==> src/rtl/obstacle_speed_limiter_defines.svh <==
// Assertion macros for the obstacle speed limiter.
// Depends on nothing; the including module must provide clk and rst.
`ifndef OBSTACLE_SPEED_LIMITER_DEFINES_SVH
`define OBSTACLE_SPEED_LIMITER_DEFINES_SVH

// Same-cycle implication, disabled during reset.
`define OSL_ASSERT_NOW(lbl, ante, cons) \
  lbl: assert property (@(posedge clk) disable iff (rst) (ante) |-> (cons)) \
    else $error("assertion failed");

// Next-cycle implication, disabled during reset.
`define OSL_ASSERT_NEXT(lbl, ante, cons) \
  lbl: assert property (@(posedge clk) disable iff (rst) (ante) |=> (cons)) \
    else $error("assertion failed");

`endif

==> src/rtl/osl_pkg.sv <==
// Shared constants, types and tables of the obstacle speed limiter.
// Depends on nothing.
package osl_pkg;

  localparam int FRAC_BITS       = 12;
  localparam int ANG_FRAC        = 30;
  localparam int CORDIC_PRESHIFT = 16;
  localparam int ATAN_DEPTH      = 28;
  localparam int CORDIC_ITER     = (FRAC_BITS + 4 > ATAN_DEPTH) ? ATAN_DEPTH : FRAC_BITS + 4;
  localparam int ITW             = $clog2(ATAN_DEPTH);

  localparam int CW    = 44;
  localparam int ANGW  = 40;
  localparam int DVDW  = 49;
  localparam int DVSW  = 33;
  localparam int DCNTW = $clog2(DVDW + 1);
  localparam int GAPW  = 25;
  localparam int DISTW = 25;
  localparam int SQW   = 50;
  localparam int NDW   = 34;
  localparam int MULAW = 33;
  localparam int MULBW = 25;
  localparam int PRODW = 49;
  localparam int CFG_IDXW = 3;
  localparam int CFG_DW   = 24;

  localparam logic [ANGW-1:0] PI_Q30 = 40'd3373259426;
  localparam logic [SQW-1:0]  SQ_B0  = SQW'(1) << (2 * (DISTW - 1));

  localparam logic [1:0] FUNC_BEGIN = 2'd0;
  localparam logic [1:0] FUNC_OBST  = 2'd1;
  localparam logic [1:0] FUNC_SCORE = 2'd2;

  localparam logic [CFG_IDXW-1:0] CFG_BOX_MIN_X = 3'd0;
  localparam logic [CFG_IDXW-1:0] CFG_BOX_MAX_X = 3'd1;
  localparam logic [CFG_IDXW-1:0] CFG_BOX_MIN_Y = 3'd2;
  localparam logic [CFG_IDXW-1:0] CFG_BOX_MAX_Y = 3'd3;
  localparam logic [CFG_IDXW-1:0] CFG_MIN_SPEED = 3'd4;
  localparam logic [CFG_IDXW-1:0] CFG_MAX_SPEED = 3'd5;
  localparam logic [CFG_IDXW-1:0] CFG_DECEL     = 3'd6;
  localparam logic [CFG_IDXW-1:0] CFG_HALF_ANG  = 3'd7;

  typedef enum logic [3:0] {
    ST_IDLE, ST_SD_MUL, ST_SD_START, ST_SD_WAIT, ST_CORDIC, ST_BEARING,
    ST_SQ_X, ST_SQ_Y, ST_SQRT, ST_INTERP, ST_IMUL, ST_IDIV_START,
    ST_IDIV_WAIT, ST_OUT
  } state_t;

  typedef struct packed {
    logic start;
  } div_ctl_t;

  typedef struct packed {
    logic busy;
    logic done;
  } div_sts_t;

  function automatic logic [ANGW-1:0] atan_lut(input logic [ITW-1:0] idx);
    logic [ANGW-1:0] v;
    case (idx)
      5'd0:  v = 40'd843314857;
      5'd1:  v = 40'd497837829;
      5'd2:  v = 40'd263043837;
      5'd3:  v = 40'd133525159;
      5'd4:  v = 40'd67021687;
      5'd5:  v = 40'd33543516;
      5'd6:  v = 40'd16775851;
      5'd7:  v = 40'd8388437;
      5'd8:  v = 40'd4194283;
      5'd9:  v = 40'd2097149;
      5'd10: v = 40'd1048576;
      5'd11: v = 40'd524288;
      5'd12: v = 40'd262144;
      5'd13: v = 40'd131072;
      5'd14: v = 40'd65536;
      5'd15: v = 40'd32768;
      5'd16: v = 40'd16384;
      5'd17: v = 40'd8192;
      5'd18: v = 40'd4096;
      5'd19: v = 40'd2048;
      5'd20: v = 40'd1024;
      5'd21: v = 40'd512;
      5'd22: v = 40'd256;
      5'd23: v = 40'd128;
      5'd24: v = 40'd64;
      5'd25: v = 40'd32;
      5'd26: v = 40'd16;
      5'd27: v = 40'd8;
      default: v = '0;
    endcase
    return v;
  endfunction

endpackage

==> src/rtl/osl_div.sv <==
// Restoring divider, one quotient bit per cycle, shared by the sequencer.
// Depends on osl_pkg.
module osl_div import osl_pkg::*; (
  input  logic            clk,
  input  logic            rst,
  input  div_ctl_t        ctl,
  input  logic [DVDW-1:0] dividend,
  input  logic [DVSW-1:0] divisor,
  output div_sts_t        sts,
  output logic [DVDW-1:0] quotient
);

  logic [DVDW-1:0]  dvd;
  logic [DVSW-1:0]  dvs;
  logic [DVSW-1:0]  rem;
  logic [DCNTW-1:0] cnt;
  logic             busy;
  logic             done;
  logic [DVSW:0]    trial;
  logic             fits;

  always_comb begin
    trial = {rem, dvd[DVDW-1]};
    fits  = trial >= {1'b0, dvs};
  end

  always_ff @(posedge clk) begin
    if (rst) begin
      busy <= 1'b0;
      done <= 1'b0;
      cnt  <= '0;
    end else begin
      done <= 1'b0;
      if (ctl.start) begin
        busy <= 1'b1;
        cnt  <= DCNTW'(DVDW);
      end else if (busy) begin
        cnt <= cnt - 1'b1;
        if (cnt == DCNTW'(1)) begin
          busy <= 1'b0;
          done <= 1'b1;
        end
      end
    end
  end

  always_ff @(posedge clk) begin
    if (ctl.start) begin
      dvd <= dividend;
      dvs <= divisor;
      rem <= '0;
    end else if (busy) begin
      rem <= fits ? DVSW'(trial - {1'b0, dvs}) : trial[DVSW-1:0];
      dvd <= {dvd[DVDW-2:0], fits};
    end
  end

  assign sts.busy = busy;
  assign sts.done = done;
  assign quotient = dvd;

endmodule

==> config.mk <==
export PLATFORM = sky130hd
export DESIGN_NAME = osl_div
export DESIGN_NICKNAME = d
export VERILOG_FILES = /design/src/rtl/obstacle_speed_limiter_defines.svh /design/src/rtl/osl_pkg.sv /design/src/rtl/osl_div.sv
export SDC_FILE = /design/constraint.sdc
export NUM_CORES = 1
export LEC_CHECK = 0
export ABC_AREA = 1
export BUFFER_PORTS_ARGS = -buffer_cell sky130_fd_sc_hd__buf_2
export CAP_MARGIN = 40
export CELL_PAD_IN_SITES_DETAIL_PLACEMENT = 1
export CELL_PAD_IN_SITES_GLOBAL_PLACEMENT = 2
export CORE_UTILIZATION = 35
export CTS_BUF_LIST = sky130_fd_sc_hd__clkbuf_8
export DETAILED_ROUTE_END_ITERATION = 8
export MAX_ROUTING_LAYER = met4
export PLACE_DENSITY_LB_ADDON = 0.1
export SLEW_MARGIN = 5
export SYNTH_ARGS = -nofsm -noshare
export SYNTH_HDL_FRONTEND = slang
export SYNTH_SLANG_ARGS = --single-unit
==> constraint.sdc <==
create_clock -name clk -period 5 [get_ports clk]
set_input_delay 0.75 -clock clk [delete_from_list [all_inputs] [get_ports clk]]
set_output_delay 0.75 -clock clk [all_outputs]
set_load 0.05 [all_outputs]
== Yosys cells after proc, flatten, opt, wreduce, memory -nomap -nowiden ==
Index checks and enable logic that the tools add are counted.

* Output and inout port bits: 51
* Bits in registers: 123

* Order comparisons: 1
* Mux-type cells: 9
* Reductions and logical operators: 3
* Bitwise logic cells: 1
* Add/subtract/negate cells: 2
* Eq/ne operators: 1

{| class="wikitable"
|+ Operators with widths
! kind !! count
|-
| 49-bit 2-to-1 mux || 2
|-
| 34-bit by 33-bit >= comparator with 1-bit output || 1
|-
| 33-bit 2-to-1 mux || 1
|-
| 33-bit subtractor || 1
|-
| 6-bit 2-to-1 mux || 2
|-
| 6-bit by 1-bit == test with 1-bit output (second input constant) || 1
|-
| 6-bit by 1-bit subtractor with 6-bit output (second input constant) || 1
|-
| 1-bit 2-to-1 mux || 4
|-
| 3-bit OR reduction || 1
|-
| 2-bit nonzero test || 1
|-
| 2-bit OR reduction || 1
|-
| 1-bit NOT || 1
|}

== Depth between registers and ports, before layout ==
* Depth in word-level cells: 4
* Gate-level depth with buffers: 17
* Mapped depth without buffers: 16

== Worst setup path before layout ==
Ideal clock, no wire load.

* Path kind: in2reg
* Start point: input ctl
* End point: register dvd[0], in the netlist quotient[0], enable pin
* Setup slack: 1861 ps
* Cell stages on the path: 4
* Arrival time: 2705 ps
* Data required time: 4567 ps
* Buffers on the path: 2
* Cells stage by stage: clkbuf_1 -> nor2_1 -> inv_1 -> clkbuf_1

* Longest elaborated chain between the ends: 1

{| class="wikitable"
|+ RTL lines
! what !! line !! RTL
|-
| from (decl) || osl_div.sv:6 || <nowiki>input div_ctl_t ctl,</nowiki>
|-
| 2-bit nonzero test (no line) || -- ||
|-
| to (signal assigned) || osl_div.sv:49 || <nowiki>dvd <= dividend;</nowiki>
|-
| to (signal assigned) || osl_div.sv:54 || <nowiki>dvd <= {dvd[DVDW-2:0], fits};</nowiki>
|-
| to (decl) || osl_div.sv:13 || <nowiki>logic [DVDW-1:0] dvd;</nowiki>
|}

No other way between the ends.
A chain may end at the register's enable or synchronous reset.

== Final worst setup path ==
* Start point: register dvd[48], in the netlist quotient[48]
* End point: register rem[22]

* Longest elaborated chain between the ends: 2
* Elaborated cells between the ends (all ways): 3
* Classes of those cells: add/sub: 1; order compare: 1; mux: 1

{| class="wikitable"
|+ RTL lines
! what !! line !! RTL
|-
| 33-bit subtractor / 34-bit by 33-bit >= comparator with 1-bit output (equally long branches) || osl_div.sv:53, osl_div.sv:24 ||
|-
| 33-bit 2-to-1 mux (*) || osl_div.sv:53 || <nowiki>rem <= fits ? DVSW'(trial - {1'b0, dvs}) : trial[DVSW-1:0];</nowiki>
|-
| to (signal assigned) || osl_div.sv:53 ||
|-
| to (decl) || osl_div.sv:15 || <nowiki>logic [DVSW-1:0] rem;</nowiki>
|}

Every way passes the cells marked *; elsewhere a longest branch is shown, timed or not.

==> flow_summary_export.csv <==
group,metric,value,unit
worst_hold_path,whs_path_depth,1,
sta,rsz0062_at_grt,"false",
cts,cts_hold_buf,0,
detailed_routing,drt_iter0_markers,220,
cts,cts_tree,"yes",
placed_design,place_hpwl,17460,um
sta,finalSetupTns,0,ps
global_routing,antenna_found_initial,0,
sta,finClkSkew,23.24,ps
placed_design,gp_congestion,0.8372,
setup_path,criticalPathCategory,"flop to flop",
sta,setup_viol_count_final,0,
sta,max_freq,361.3,MHz
setup_path,startpoint_type,"flop",
yosys,syn_avg_cell_area,7.098,um^2
die,rows,54,
placed_design,place_ws,2198,ps
die,coreArea,21960,um^2
yosys,syn_area,7871,um^2
sta,relSlewSlack,50.47,%
die,die-area,23090,um^2
setup_path,crit_path_end_kind,"flop",
detailed_routing,detail_route.vias_per_cell,4.709,
setup_path,worstPathRequired,5400,ps
detailed_routing,post_drt_wl_per_cell,15.19,um
global_routing,grt_usage,21.75,%
die,io_pins,136,
sta,period_minus_slack,2768,ps
global_routing,grt_pass1_vias,7545,
cts,clk_pin_slew,90,ps
sta,fin_ws,2232,ps
cells_and_area,area_growth,17.04,%
sta,finalMaxSlewViolations,0,
yosys,synth.distinct_cells,35,
die,die_w,152.0,um
sta,hold_viol_final,0,
cts,insertion_delay,470,ps
detailed_routing,post-route-drc-count,2,
cells_and_area,final_nets,1362,
cts,clockRootBuffer,"clkbuf_8",
worst_hold_path,hold_class,"primary input to flop",
detailed_routing,drtAntennaViolNets,0,
yosys,synth_fp_nets,1230,
power_and_ir_drop,p_leak,0.004986,uW
sta,tightest_slew,742.9,ps
detailed_routing,totalWireLength,23300,um
power_and_ir_drop,power_density,284.2,nW/um^2
die,initial_core_util,35.85,%
cts,h-tree-depth,4,
run,cap_violations,0,
detailed_routing,route.vias.total,7224,
setup_path,reg2reg_depth,13,
cts,cts_buffers,17,
global_routing,overflow,0,
cts,post-cts-setup-buffers,0,
setup_path,critPathArrivalTime,3170,ps
cells_and_area,diodes,0,
global_routing,grt_pass1_wl,38320,um
setup_path,critPathMaxFanout,36,
yosys,netlist_instances,1109,
run_status,failed_checks,"design-rule violations",
global_routing,grt_max_degree,63,
power_and_ir_drop,peakVddDrop,0.0001419,V
detailed_routing,dr.pass1.iters,6,
yosys,synth_seq_cells,123,
cts,clock_sinks,123,
sta,period_share,55.36,%
cells_and_area,drive_above_1_share,16.75,%
run_status,status,"finished, violations left",
cts,clk_path_buf_depth,2,
cts,post_cts_resized,0,
die,die_y,152.0,um
yosys,yosys_warnings,0,
yosys,yosysSeqAreaShare,41.71,%
placed_design,port_buffers,135,
[worst paths after layout]
kind,start,endpoint,slack (ps)
worst max-delay path,quotient[48],rem[22],2230
worst min-delay path,divisor[4],dvs[4],460
worst min register to register,rem[20],rem[20],480
worst max register to register,quotient[48],rem[22],2230
[power breakdown]
part           internal (uW)  switching [uW]  total, uW
clock network            452             490        942
registers               1170            31.7       1200
logic                    129             349        478
[synthesized netlist by cell type]
library cell  instances  share of area [%]
dfxtp_1              41                 10
nor3b_1               1              0.095
or2_2                 1              0.080
nor2_8                2               0.51
buf_4                 4               0.38
nand2_2              10               0.79
nand2_8               1               0.25
nor2_1               46                2.2
inv_2                 9               0.43
nand2_1             471                 22
clkinv_1              1              0.048
ha_1                 35                5.6
inv_1               185                8.8
buf_6                 4               0.57
xnor2_1              16                1.8
edfxtp_1             82                 31
nor2_2                6               0.48
nand3_2               2               0.25
nor4_4                1               0.27
a31oi_1               2               0.16
o21ai_1              10               0.64
nand3_1              86                5.5
clkbuf_1             14               0.67
nand2_4               1               0.14
and2_1                4               0.32
nor3_1                7               0.45
fa_1                  1               0.25
o21bai_1              6               0.57
a211oi_1              1              0.095
nor2_4                3               0.43
a21oi_1              23                1.5
o21ai_0               5               0.32
buf_2                 6               0.38
nand4_1               9               0.72
nand3b_1             13                1.2
[sequential cells by signal, summed over array words and instances, names as in the netlist]
| signal | flops |
|---|---|
| busy | 1 |
| cnt | 6 |
| done | 1 |
| dvs | 33 |
| quotient | 49 |
| rem | 33 |
[layer usage]
| metal | up-vias | GRT usage [%] | routed length [um] |
|---|---|---|---|
| met4 | 0 | 5.005 | 230 |
| met2 | 137 | 36.86 | 11250 |
| met1 | 3382 | 26.75 | 10850 |
| met5 | - | - | 0 |
| li1 | 3689 | - | - |
| met3 | 16 | 4.136 | 971 |
[cells in the final DEF, fill, tap and decap left out, drive strengths merged, types with 17 or more instances in the layout]
cell and count:
nor2 57, ha 35, edfxtp 82, inv 201
nand2 483, dfxtp 41, a21oi 23, clkbuf 17
nand3 88, buf 141
[critical path, cell delays in order, from the launching register on]
cell,delay [ps]
edfxtp_1,380
inv_1,90
ha_1,140
inv_1,90
fa_1,460
nand3_1,140
nand3_2,140
nand2_1,130
nand2_2,80
nand2_4,420
nand2_8,280
nand2_1,160
nand3_1,90
nand2_1,80
[through the flow]
stage | instance area [um^2] | cells | hold WS (ps) | utilization, % | total power [uW]
6_report | 9213 | 1534 | 461.3 | 41.95 | 2618
3_5_place_dp | 8815 | 1502 | 463.8 | 40.14 | 1704
5_1_grt | 9213 | 1534 | 433.7 | 41.95 | 2751
2_1_floorplan | 7871 | 1109 | 442.3 | - | 1554
4_1_cts | 9213 | 1534 | 427.8 | 41.95 | 2663
3_3_place_gp | 8775 | 1500 | 458.0 | 39.96 | 1693
[cell families (layout without fill, tap and decap cells)]
kind of cell | Yosys count | in the layout | synth area share, %
flops | 123 | 123 | 41.71
simple gates | 664 | 664 | 36.15
fa+ha+maj | 36 | 36 | 5.818
buf+inv | 223 | 368 | 11.30
compound gates | 47 | 47 | 3.243
xor+xnor | 16 | 16 | 1.780
[final cells by class]
| class | instances | area [um^2] |
|---|---|---|
| fillers | 2843 | 12750 |
| multi-input cells | 763 | 3701 |
| flip-flops and latches | 123 | 3283 |
| repair buffers | 141 | 748.2 |
| inverters | 195 | 732.0 |
| well taps | 280 | 350.3 |
| clock buffers | 17 | 234.0 |
| clock inverters | 15 | 163.9 |
Power figures use the tool's default switching activity.
